**src/ctq_pkg.sv**
```systemverilog
`default_nettype none
package ctq_pkg;

    localparam int MAX_DIM   = 64;
    localparam int FRAC_BITS = 16;
    localparam int IDX_W     = $clog2(MAX_DIM);
    localparam int DIM_W     = IDX_W + 1;
    localparam int ADDR_W    = 2 * IDX_W;
    localparam int DATA_W    = 32;
    localparam int ACC_W     = 64;

    typedef enum logic [1:0] {
        OP_LOAD_K  = 2'd0,
        OP_LOAD_Q  = 2'd1,
        OP_COMPUTE = 2'd2,
        OP_NONE    = 2'd3
    } ctq_op_t;

    typedef enum logic {
        REG_DIM_N = 1'b0,
        REG_DIM_M = 1'b1
    } ctq_reg_t;

    typedef enum logic [1:0] {
        S_IDLE,
        S_ISSUE,
        S_WAIT,
        S_OUTWAIT
    } ctq_state_t;

    // phase 0: temp = K^T q_j, phase 1: X[j][i] = temp . q_i
    typedef struct packed {
        logic             load_k;
        logic             load_q;
        logic             issue;
        logic             phase;
        logic             first;
        logic             last_term;
        logic [IDX_W-1:0] k;
        logic [IDX_W-1:0] i;
        logic [IDX_W-1:0] j;
        logic             last_col;
    } ctq_cmd_t;

    typedef struct packed {
        logic sum_done;
        logic out_busy;
    } ctq_stat_t;

    function automatic logic [DATA_W-1:0] scale_sat(input logic signed [ACC_W-1:0] acc);
        logic signed [ACC_W-1:0] sh;
        logic signed [ACC_W-1:0] hi;
        logic signed [ACC_W-1:0] lo;
        begin
            sh = acc >>> FRAC_BITS;
            hi = $signed({{(ACC_W-DATA_W+1){1'b0}}, {(DATA_W-1){1'b1}}});
            lo = $signed({{(ACC_W-DATA_W+1){1'b1}}, {(DATA_W-1){1'b0}}});
            if (sh > hi)
                scale_sat = {1'b0, {(DATA_W-1){1'b1}}};
            else if (sh < lo)
                scale_sat = {1'b1, {(DATA_W-1){1'b0}}};
            else
                scale_sat = sh[DATA_W-1:0];
        end
    endfunction

endpackage
`default_nettype wire

```
**src/ctq_ctrl.sv**
```systemverilog
`default_nettype none
module ctq_ctrl
    import ctq_pkg::*;
(
    input  wire logic       clk,
    input  wire logic       rst_n,
    input  wire logic       in_valid,
    output logic            in_ready,
    input  wire logic [1:0] in_operation,
    input  wire logic [IDX_W-1:0] in_row,
    input  wire logic       cfg_we,
    input  wire logic       cfg_index,
    input  wire logic [DIM_W-1:0] cfg_data,
    input  wire ctq_stat_t  stat,
    output ctq_cmd_t        cmd
);

    ctq_state_t       state_reg, state_next;
    logic [DIM_W-1:0] dim_n_reg, dim_m_reg;
    logic [DIM_W-1:0] n_reg, n_next, m_reg, m_next;
    logic [IDX_W-1:0] k_reg, k_next, i_reg, i_next, j_reg, j_next;
    logic             phase_reg, phase_next;
    logic [DIM_W-1:0] n_eff, m_eff;
    logic             accept;
    logic             k_end, i_end_n, i_end_m;

    // clamp to 1..MAX_DIM
    always_comb
    begin
        n_eff = (dim_n_reg == '0) ? DIM_W'(1) :
                (dim_n_reg > DIM_W'(MAX_DIM)) ? DIM_W'(MAX_DIM) : dim_n_reg;
        m_eff = (dim_m_reg == '0) ? DIM_W'(1) :
                (dim_m_reg > DIM_W'(MAX_DIM)) ? DIM_W'(MAX_DIM) : dim_m_reg;
    end

    assign accept  = in_valid && in_ready;
    assign k_end   = ({1'b0, k_reg} == n_reg - DIM_W'(1));
    assign i_end_n = ({1'b0, i_reg} == n_reg - DIM_W'(1));
    assign i_end_m = ({1'b0, i_reg} == m_reg - DIM_W'(1));

    always_ff @(posedge clk or negedge rst_n)
    begin
        if (!rst_n)
        begin
            dim_n_reg <= DIM_W'(1);
            dim_m_reg <= DIM_W'(1);
        end
        else if (cfg_we)
        begin
            unique case (ctq_reg_t'(cfg_index))
                REG_DIM_N: dim_n_reg <= cfg_data;
                REG_DIM_M: dim_m_reg <= cfg_data;
                default:   dim_n_reg <= dim_n_reg;
            endcase
        end
    end

    always_ff @(posedge clk or negedge rst_n)
    begin
        if (!rst_n)
        begin
            state_reg <= S_IDLE;
            n_reg     <= DIM_W'(1);
            m_reg     <= DIM_W'(1);
            k_reg     <= '0;
            i_reg     <= '0;
            j_reg     <= '0;
            phase_reg <= 1'b0;
        end
        else
        begin
            state_reg <= state_next;
            n_reg     <= n_next;
            m_reg     <= m_next;
            k_reg     <= k_next;
            i_reg     <= i_next;
            j_reg     <= j_next;
            phase_reg <= phase_next;
        end
    end

    // next state
    always_comb
    begin
        state_next = state_reg;
        n_next     = n_reg;
        m_next     = m_reg;
        k_next     = k_reg;
        i_next     = i_reg;
        j_next     = j_reg;
        phase_next = phase_reg;
        unique case (state_reg)
            S_IDLE:
            begin
                if (accept && ctq_op_t'(in_operation) == OP_COMPUTE
                    && {1'b0, in_row} < m_eff)
                begin
                    state_next = S_ISSUE;
                    n_next     = n_eff;
                    m_next     = m_eff;
                    j_next     = in_row;
                    i_next     = '0;
                    k_next     = '0;
                    phase_next = 1'b0;
                end
            end
            S_ISSUE:
            begin
                k_next = k_reg + IDX_W'(1);
                if (k_end)
                begin
                    k_next     = '0;
                    state_next = S_WAIT;
                end
            end
            S_WAIT:
            begin
                if (stat.sum_done)
                begin
                    if (!phase_reg)
                    begin
                        if (i_end_n)
                        begin
                            phase_next = 1'b1;
                            i_next     = '0;
                            state_next = S_OUTWAIT;
                        end
                        else
                        begin
                            i_next     = i_reg + IDX_W'(1);
                            state_next = S_ISSUE;
                        end
                    end
                    else if (i_end_m)
                        state_next = S_IDLE;
                    else
                    begin
                        i_next     = i_reg + IDX_W'(1);
                        state_next = S_OUTWAIT;
                    end
                end
            end
            S_OUTWAIT:
            begin
                if (!stat.out_busy)
                    state_next = S_ISSUE;
            end
            default: state_next = S_IDLE;
        endcase
    end

    // outputs
    always_comb
    begin
        in_ready      = (state_reg == S_IDLE);
        cmd           = '0;
        cmd.load_k    = accept && ctq_op_t'(in_operation) == OP_LOAD_K;
        cmd.load_q    = accept && ctq_op_t'(in_operation) == OP_LOAD_Q;
        cmd.phase     = phase_reg;
        cmd.k         = k_reg;
        cmd.i         = i_reg;
        cmd.j         = j_reg;
        cmd.last_col  = i_end_m;
        unique case (state_reg)
            S_ISSUE:
            begin
                cmd.issue     = 1'b1;
                cmd.first     = (k_reg == '0);
                cmd.last_term = k_end;
            end
            default: cmd.issue = 1'b0;
        endcase
    end

    a_issue_state: assert property (@(posedge clk) disable iff (!rst_n)
        cmd.issue |-> state_reg == S_ISSUE)
        else $error("issue outside issue state");
    a_done_in_wait: assert property (@(posedge clk) disable iff (!rst_n)
        stat.sum_done |-> state_reg == S_WAIT)
        else $error("sum finished while not waiting");
    a_dims_valid: assert property (@(posedge clk) disable iff (!rst_n)
        state_reg != S_IDLE |-> n_reg != '0 && m_reg != '0
            && n_reg <= DIM_W'(MAX_DIM) && m_reg <= DIM_W'(MAX_DIM))
        else $error("latched dimension out of range");

endmodule
`default_nettype wire

```
**config.mk**
```make
export PLATFORM = sky130hd
export DESIGN_NAME = ctq_ctrl
export DESIGN_NICKNAME = d
export VERILOG_FILES = /design/src/ctq_pkg.sv /design/src/ctq_ctrl.sv
export SDC_FILE = /design/constraint.sdc
export NUM_CORES = 1
export LEC_CHECK = 0
export ABC_AREA = 1
export ABC_CLOCK_PERIOD_IN_PS = 4300
export BUFFER_PORTS_ARGS = -buffer_cell sky130_fd_sc_hd__buf_2
export CAP_MARGIN = 20
export CORE_ASPECT_RATIO = 1.25
export CORE_UTILIZATION = 60
export DETAILED_ROUTE_END_ITERATION = 16
export PLACE_DENSITY = 0.83
export SLEW_MARGIN = 30
export SYNTH_ARGS = -nofsm -noshare
export SYNTH_HDL_FRONTEND = slang
export SYNTH_SLANG_ARGS = --single-unit
```
**constraint.sdc**
```tcl
create_clock -name clk -period 4.3 [get_ports clk]
set_clock_uncertainty 0.1 [all_clocks]
set_input_delay 0.215 -clock clk [delete_from_list [all_inputs] [get_ports clk]]
set_output_delay 0.215 -clock clk [all_outputs]
set_load 0.05 [all_outputs]
```
==> results of run 1 <==
## area by class of cell
| cell class | count | area [um2] |
|---|---|---|
| Multi-Input combinational cell | 309 | 1670 |
| Fill cell | 446 | 1560 |
| Sequential cell | 49 | 1230 |
| Timing Repair Buffer | 48 | 248 |
| Inverter | 50 | 188 |
| Clock buffer | 6 | 82.6 |
| Tap cell | 62 | 77.6 |
| Clock inverter | 2 | 17.5 |
## worst max-delay path by stage
stage / depth (start not counted) / startpoint / to / slack (ns)
6_report: 12 / dim_m_reg[3]$_DFFE_PN0P_ / n_reg[6]$_DFFE_PN0P_ / 1.47
5_1_grt: 12 / dim_m_reg[3]$_DFFE_PN0P_ / n_reg[4]$_DFFE_PN0P_ / 1.16
4_1_cts: 12 / dim_m_reg[3]$_DFFE_PN0P_ / n_reg[6]$_DFFE_PN0P_ / 1.46
3_5_place_dp: 12 / dim_m_reg[3]$_DFFE_PN0P_ / n_reg[6]$_DFFE_PN0P_ / 1.48
3_3_place_gp: 12 / dim_m_reg[1]$_DFFE_PN0P_ / n_reg[6]$_DFFE_PN0P_ / 1.61
2_1_floorplan: 4 / state_reg[0]$_DFFE_PN0P_ / cmd[24] / 1.63
## per-layer routing
layer	global-route usage	up-vias
li1	-	1449
met2	0.465	55
met1	0.310	1335
met4	0.128	0
met5	0	-
met3	0.0398	15
## synth_stat cells (7+ instances only)
cell / n
a21oi_1: 7
dfrtp_1: 45
ha_1: 14
inv_1: 46
nand2_1: 112
nand2_2: 12
nand3_1: 42
nand4_1: 12
nor2_1: 29
o21ai_0: 33
## through the flow
step	hold slack, ns	util	setup slack (ns)
2_1_floorplan	-0.181	-	1.63
3_3_place_gp	0.346	0.670	1.61
3_5_place_dp	0.165	0.671	1.48
4_1_cts	0.0185	0.693	1.46
5_1_grt	0.0264	0.693	1.16
6_report	0.0222	0.693	1.47
## report_power, final
group / switching, W / internal, W
logic: 0.000932 / 0.000438
clock network: 0.000166 / 0.000134
registers: 0.000147 / 0.000596
## layout by cell type, fill, tap and decap left out, types with 2 or more instances in the layout
| master | count |
|---|---|
| ha_1 | 14 |
| o21ai_1 | 4 |
| dfstp_2 | 4 |
| o21ai_2 | 6 |
| nor2_1 | 29 |
| nand2_2 | 12 |
| inv_2 | 4 |
| o211ai_1 | 2 |
| xor2_1 | 6 |
| o21ai_0 | 33 |
| clkbuf_8 | 6 |
| nor2_4 | 3 |
| dfrtp_1 | 45 |
| nand4_1 | 12 |
| inv_1 | 46 |
| o22ai_1 | 2 |
| nor3_1 | 4 |
| nand2_1 | 112 |
| xnor2_1 | 6 |
| nand3_1 | 42 |
| buf_2 | 46 |
| a21oi_1 | 7 |
| nor2_2 | 4 |
## worst register-to-register path, stage by stage, from the launching register on
cell	delay (ns)
dfrtp_1	0.40
nor2_1	0.11
nand2_1	0.07
o31ai_1	0.26
nand2_1	0.12
ha_1	0.31
a21oi_1	0.17
nand2_1	0.08
nand2_1	0.07
nand3_2	0.35
inv_2	0.40
nand2_1	0.15
o21a_1	0.13
## cells by family after synthesis
kind of cell    after synthesis  share of synthesized area
compound gates               58                      0.107
xor+xnor                     12                     0.0330
fa+ha+maj                    14                     0.0551
buf+inv                      62                     0.0865
flops                        49                      0.387
simple gates                225                      0.331
==> impl_metrics.env, run 1 <==
export IMPL_status="completed"
export IMPL_yosys_top_cells_area="dfrtp_1 35%, nand2_1 13%, nand3_1 6.6%"
export IMPL_crit_path_max_incr_delay_ns=0.40
export IMPL_tns_ns=0
export IMPL_wl_met1_um=2900
export IMPL_clk_pin_slew_worst_paths_ns=0.09
export IMPL_min_delay_start="in_row[1]"
export IMPL_die_w_um=67.1
export IMPL_final_antenna_net_count=0
export IMPL_grt_pass1_wl_um=11500
export IMPL_fin_cells=526
export IMPL_hpwl_um=5350
export IMPL_dp_cells=517
export IMPL_relSlewSlack=0.602
export IMPL_synth_ff_latch_count=49
export IMPL_rr_endpoint="n_reg[6]$_DFFE_PN0P_"
export IMPL_cts_resized=0
export IMPL_grt_usage=0.268
export IMPL_syn_nets=456
export IMPL_antenna_found_initial=0
export IMPL_required_ns=4.41
export IMPL_fin_nets=499
export IMPL_hold_buffers=1
export IMPL_path_delay_family="simple AND/OR/NAND/NOR gates"
export IMPL_grt_ovfl_total=0
export IMPL_dr_wl_met3_um=172
export IMPL_coreArea_um2=5080
export IMPL_arrival_ns=2.94
export IMPL_r2r_slack_ns=1.47
export IMPL_finalCriticalPeriod_ns=2.83
export IMPL_tightestPinTransition_ns=0.597
export IMPL_drt_wirelength_per_cell_um=13.2
export IMPL_dr_wl_met2_um=3680
export IMPL_n_antenna_cell=0
export IMPL_firstDrtPassIters=4
export IMPL_drt_wl_total_um=6920
export IMPL_hold_path_class="input port to flip-flop"
export IMPL_via_per_inst=5.43
export IMPL_slowest_stage="dfrtp_1"
export IMPL_synth_ff_type="dfrtp_1"
export IMPL_path_cells="nor2_1 > nand2_1 > o31ai_1 > nand2_1 > ha_1 > a21oi_1 > nand2_1 > nand2_1 > nand3_2 > inv_2 > nand2_1 > o21a_1"
export IMPL_cap_violations=0
export IMPL_cts_setup_buffers=0
export IMPL_total_power_w=0.00241
export IMPL_die_area_um2=5600
export IMPL_drt_iter0_drc=149
export IMPL_rows=29
export IMPL_synthCells=420
export IMPL_cts_buffers=5
export IMPL_end_kind="flip-flop"
export IMPL_cts_root_buf="clkbuf_8"
export IMPL_place_area_um2=3410
export IMPL_yosysWarnings=0
export IMPL_timing_fmax_mhz=353
export IMPL_hold_violations=0
export IMPL_syn_area_per_cell_um2=7.57
export IMPL_fp_dieH_um=83.4
export IMPL_gp_congestion=0.880
export IMPL_h_tree_depth=2
export IMPL_hold_path_depth=3
export IMPL_min_to="j_reg[1]$_DFFE_PN0P_"
export IMPL_drive_gt1_frac=0.207
export IMPL_post_synth_top_area_cell="dfrtp_1"
export IMPL_rsz0062_at_grt="no"
export IMPL_num_vias=2854
export IMPL_ir_worst_vdd_mv=0.344
export IMPL_synth_edf_count=0
export IMPL_ys_seq_area_frac=0.387
export IMPL_slew_violations=0
export IMPL_final_cell_area_um2=3520
export IMPL_cts_tree="done"
export IMPL_drcViolationCount=0
export IMPL_clkSinkCount=49
export IMPL_area_growth_pct=10.6
export IMPL_synthArstFlopShare=1.00
export IMPL_critPathMostFrequentCell="nand2_1"
export IMPL_ioPinCount=48
export IMPL_leakagePower_nw=1.82
export IMPL_power_density_nw_per_um2=686
export IMPL_initial_utilization=0.626
export IMPL_grt_max_degree=50
export IMPL_fin_crit_sh=0.658
export IMPL_cts_buffer_depth=2
export IMPL_synth_cell_types=38
export IMPL_grt_pass1_vias=2770
export IMPL_crit_buf_inv=1
export IMPL_setup_viol_count_final=0
export IMPL_dr_max_layer_used="met4"
export IMPL_worstSetupPathType="flip-flop to flip-flop"
export IMPL_insertion_delay_ns=0.31
export IMPL_portBuffers=47
export IMPL_r2r_start="dim_m_reg[3]$_DFFE_PN0P_"
export IMPL_ff2ff_path_depth=12
export IMPL_synth_top_area_frac=0.354
export IMPL_syn_area_um2=3180
export IMPL_path_max_fanout=22
export IMPL_start_kind="flip-flop"
No activity file was read; power rests on OpenSTA's default activity.
==> run 2: changes to the inputs <==
--- a/config.mk
+++ b/config.mk
@@ -6,13 +6,13 @@
 export NUM_CORES = 1
 export LEC_CHECK = 0
 export ABC_AREA = 1
-export ABC_CLOCK_PERIOD_IN_PS = 4300
+export ABC_CLOCK_PERIOD_IN_PS = 2590
 export BUFFER_PORTS_ARGS = -buffer_cell sky130_fd_sc_hd__buf_2
 export CAP_MARGIN = 20
 export CORE_ASPECT_RATIO = 1.25
-export CORE_UTILIZATION = 60
+export CORE_UTILIZATION = 52
 export DETAILED_ROUTE_END_ITERATION = 16
-export PLACE_DENSITY = 0.83
+export PLACE_DENSITY = 0.77
 export SLEW_MARGIN = 30
 export SYNTH_ARGS = -nofsm -noshare
 export SYNTH_HDL_FRONTEND = slang
==> constraint.sdc (replaced) <==
create_clock -name clk -period 2.59 [get_ports clk]
set_clock_uncertainty 0.1 [all_clocks]
set_input_delay 0.1295 -clock clk [delete_from_list [all_inputs] [get_ports clk]]
set_output_delay 0.1295 -clock clk [all_outputs]
set_load 0.05 [all_outputs]
==> run 2 against run 1 <==
Compared with the run above: the flow now finishes with violations (hold timing); design area rose by 7.6%; non-clock buffer count rose by 17; first-iteration DRC count fell by 35%; global-route usage fell by 2.6 points; die area rose by 15%; critical path depth fell by 3; largest cell class unchanged.
==> impl_metrics.env, run 2 (synthesis results as in run 1) <==
export IMPL_die_w_um=72.0
export IMPL_n_antenna_cell=0
export IMPL_hpwl_um=5430
export IMPL_use_met3=0.0271
export IMPL_most_common_layout_cells="111 x nand2_1, 46 x inv_1, 45 x dfrtp_1, 45 x buf_2, 42 x nand3_1"
export IMPL_grt_usage=0.242
export IMPL_path_max_fanout=7
export IMPL_coreArea_um2=5860
export IMPL_relSlewSlack=0.596
export IMPL_grt_ovfl_total=0
export IMPL_use_met1=0.289
export IMPL_fin_nets=517
export IMPL_gp_congestion=0.905
export IMPL_initial_utilization=0.543
export IMPL_leakagePower_nw=1.91
export IMPL_crit_path_max_incr_delay_ns=0.58
export IMPL_hold_violations=1
export IMPL_setup_viol_count_final=0
export IMPL_rows=31
export IMPL_path_cells="inv_1 > ha_4 > xnor2_1 > nor2_1 > nand3_1 > a21oi_2 > nand3b_4 > nor2_1 > buf_6"
export IMPL_cts_tree="done"
export IMPL_drcViolationCount=0
export IMPL_cts_root_buf="clkbuf_8"
export IMPL_clk_pin_slew_worst_paths_ns=0.10
export IMPL_grt_busiest_layer="met2"
export IMPL_via_per_inst=5.22
export IMPL_h_tree_depth=2
export IMPL_antenna_found_initial=0
export IMPL_fin_crit_sh=0.961
export IMPL_start_kind="flip-flop"
export IMPL_firstDrtPassIters=4
export IMPL_final_antenna_net_count=0
export IMPL_hold_path_class="input port to flip-flop"
export IMPL_clkSinkCount=49
export IMPL_required_ns=2.36
export IMPL_finalCriticalPeriod_ns=2.49
export IMPL_met2_usage=0.455
export IMPL_cts_buffers=5
export IMPL_status="finished, violations left"
export IMPL_tightestPinTransition_ns=0.607
export IMPL_cap_violations=0
export IMPL_post_place_ws_ns=0.0950
export IMPL_arrival_ns=2.26
export IMPL_ioPinCount=48
export IMPL_drive_gt1_frac=0.232
export IMPL_timing_fmax_mhz=402
export IMPL_cts_buffer_depth=2
export IMPL_num_vias=2945
export IMPL_drt_iter0_drc=97
export IMPL_worstSetupPathType="flip-flop to output port"
export IMPL_hold_ws_ns=-0.0000907
export IMPL_grt_max_degree=50
export IMPL_fp_dieH_um=89.4
export IMPL_critPathMostFrequentCell="nor2_1"
export IMPL_portBuffers=47
export IMPL_end_kind="output port"
export IMPL_slowest_stage="dfstp_2"
export IMPL_violations="hold timing"
export IMPL_grt_pass1_vias=2700
export IMPL_die_area_um2=6440
export IMPL_drt_wl_total_um=7430
export IMPL_grt_pass1_wl_um=12100
export IMPL_area_growth_pct=19.0
export IMPL_power_density_nw_per_um2=1120
export IMPL_insertion_delay_ns=0.31
export IMPL_drt_wirelength_per_cell_um=13.2
export IMPL_layout_cells_most_common="nand2_1"
export IMPL_slew_violations=0
export IMPL_ir_worst_vdd_mv=0.577
export IMPL_layout_setup_ws_ns=0.102
## run 2: cell types whose count changed in the layout (fill, tap and decap cells not counted), moves of 2 or more
| cell | previous run | this run |
|---|---|---|
| buf_4 | 1 | 9 |
| ha_1 | 14 | 11 |
| nand3_4 | 1 | 3 |
| a21oi_2 | 1 | 3 |
| o21ai_0 | 33 | 31 |
| o21ai_1 | 4 | 6 |
| a21oi_1 | 7 | 5 |
| ha_4 | 0 | 2 |
| dlygate4sd3_1 | 1 | 10 |
## run 2: worst paths after layout
kind | startpoint | slack [ns] | to | depth (start not counted)
worst max-delay path | n_reg[0]$_DFFE_PN1P_ | 0.10 | cmd[19] | 9
worst min-delay path | in_row[0] | -0.00009 | j_reg[0]$_DFFE_PN0P_ | 3
worst max register to register | dim_m_reg[3]$_DFFE_PN0P_ | 0.17 | state_reg[0]$_DFFE_PN0P_ | 14
worst min register to register | j_reg[5]$_DFFE_PN0P_ | 0.39 | j_reg[5]$_DFFE_PN0P_ | 2
max in group asynchronous | rst_n | 1.71 | m_reg[5]$_DFFE_PN0P_ | 2
min in group asynchronous | rst_n | 0.26 | k_reg[3]$_DFFE_PN0P_ | 2
## run 2: layout make-up
class                      count  area (um2)
multi-input combinational    310        1740
fill                         517        2070
tap                           82         103
clock buffer                   5        68.8
timing repair buffer          65         404
inverter                      50         190
sequential                    49        1230
clock inverter                 3        47.5
## run 2: critical path, delay by kind of cell, from the launching register on
kind	cells	cell delay, ns
buffers and inverters	2	0.32
AOI/OAI and AO/OA	1	0.17
xor gates and xnor gates	1	0.12
adders and majority gates	1	0.28
DFF	1	0.58
and+or+nand+nor	4	0.49
## run 2: what timing repair did
action / CTS / global route
setup buffers: 0 / 3
endpoints found under the hold margin: 58 / 0
pin swaps: 0 / 5
gates resized for setup: 3 / 11
hold buffers: 10 / 0
setup endpoints to repair: 1 / 35
gates cloned: 0 / 1
## run 2: report_power, final
| group | switching [W] | leakage [nW] | internal [W] | total (W) |
|---|---|---|---|---|
| Combinational | 0.00161 | 1.23 | 0.000824 | 0.00244 |
| Sequential | 0.000248 | 0.625 | 0.000989 | 0.00124 |
| Clock | 0.000286 | 0.0591 | 0.000295 | 0.000581 |
| Total | 0.00215 | 1.91 | 0.00211 | 0.00426 |
## run 2: routing by layer
| layer | share of wire | vias up |
|---|---|---|
| met5 | 0 | - |
| met4 | 0.017 | 0 |
| met3 | 0.030 | 10 |
| met2 | 0.52 | 71 |
| met1 | 0.44 | 1377 |
| li1 | - | 1487 |
## run 2: through the flow
stage	setup TNS (ns)	instance area, um2	std cells	util	total power (W)
after floorplan	0	3180	420	-	0.00312
after global placement	0	3470	542	0.592	0.00344
after detailed placement	0	3470	542	0.593	0.00353
after CTS	0	3710	560	0.633	0.00415
after global routing	-0.0510	3790	564	0.646	0.00457
final	0	3790	564	0.646	0.00426
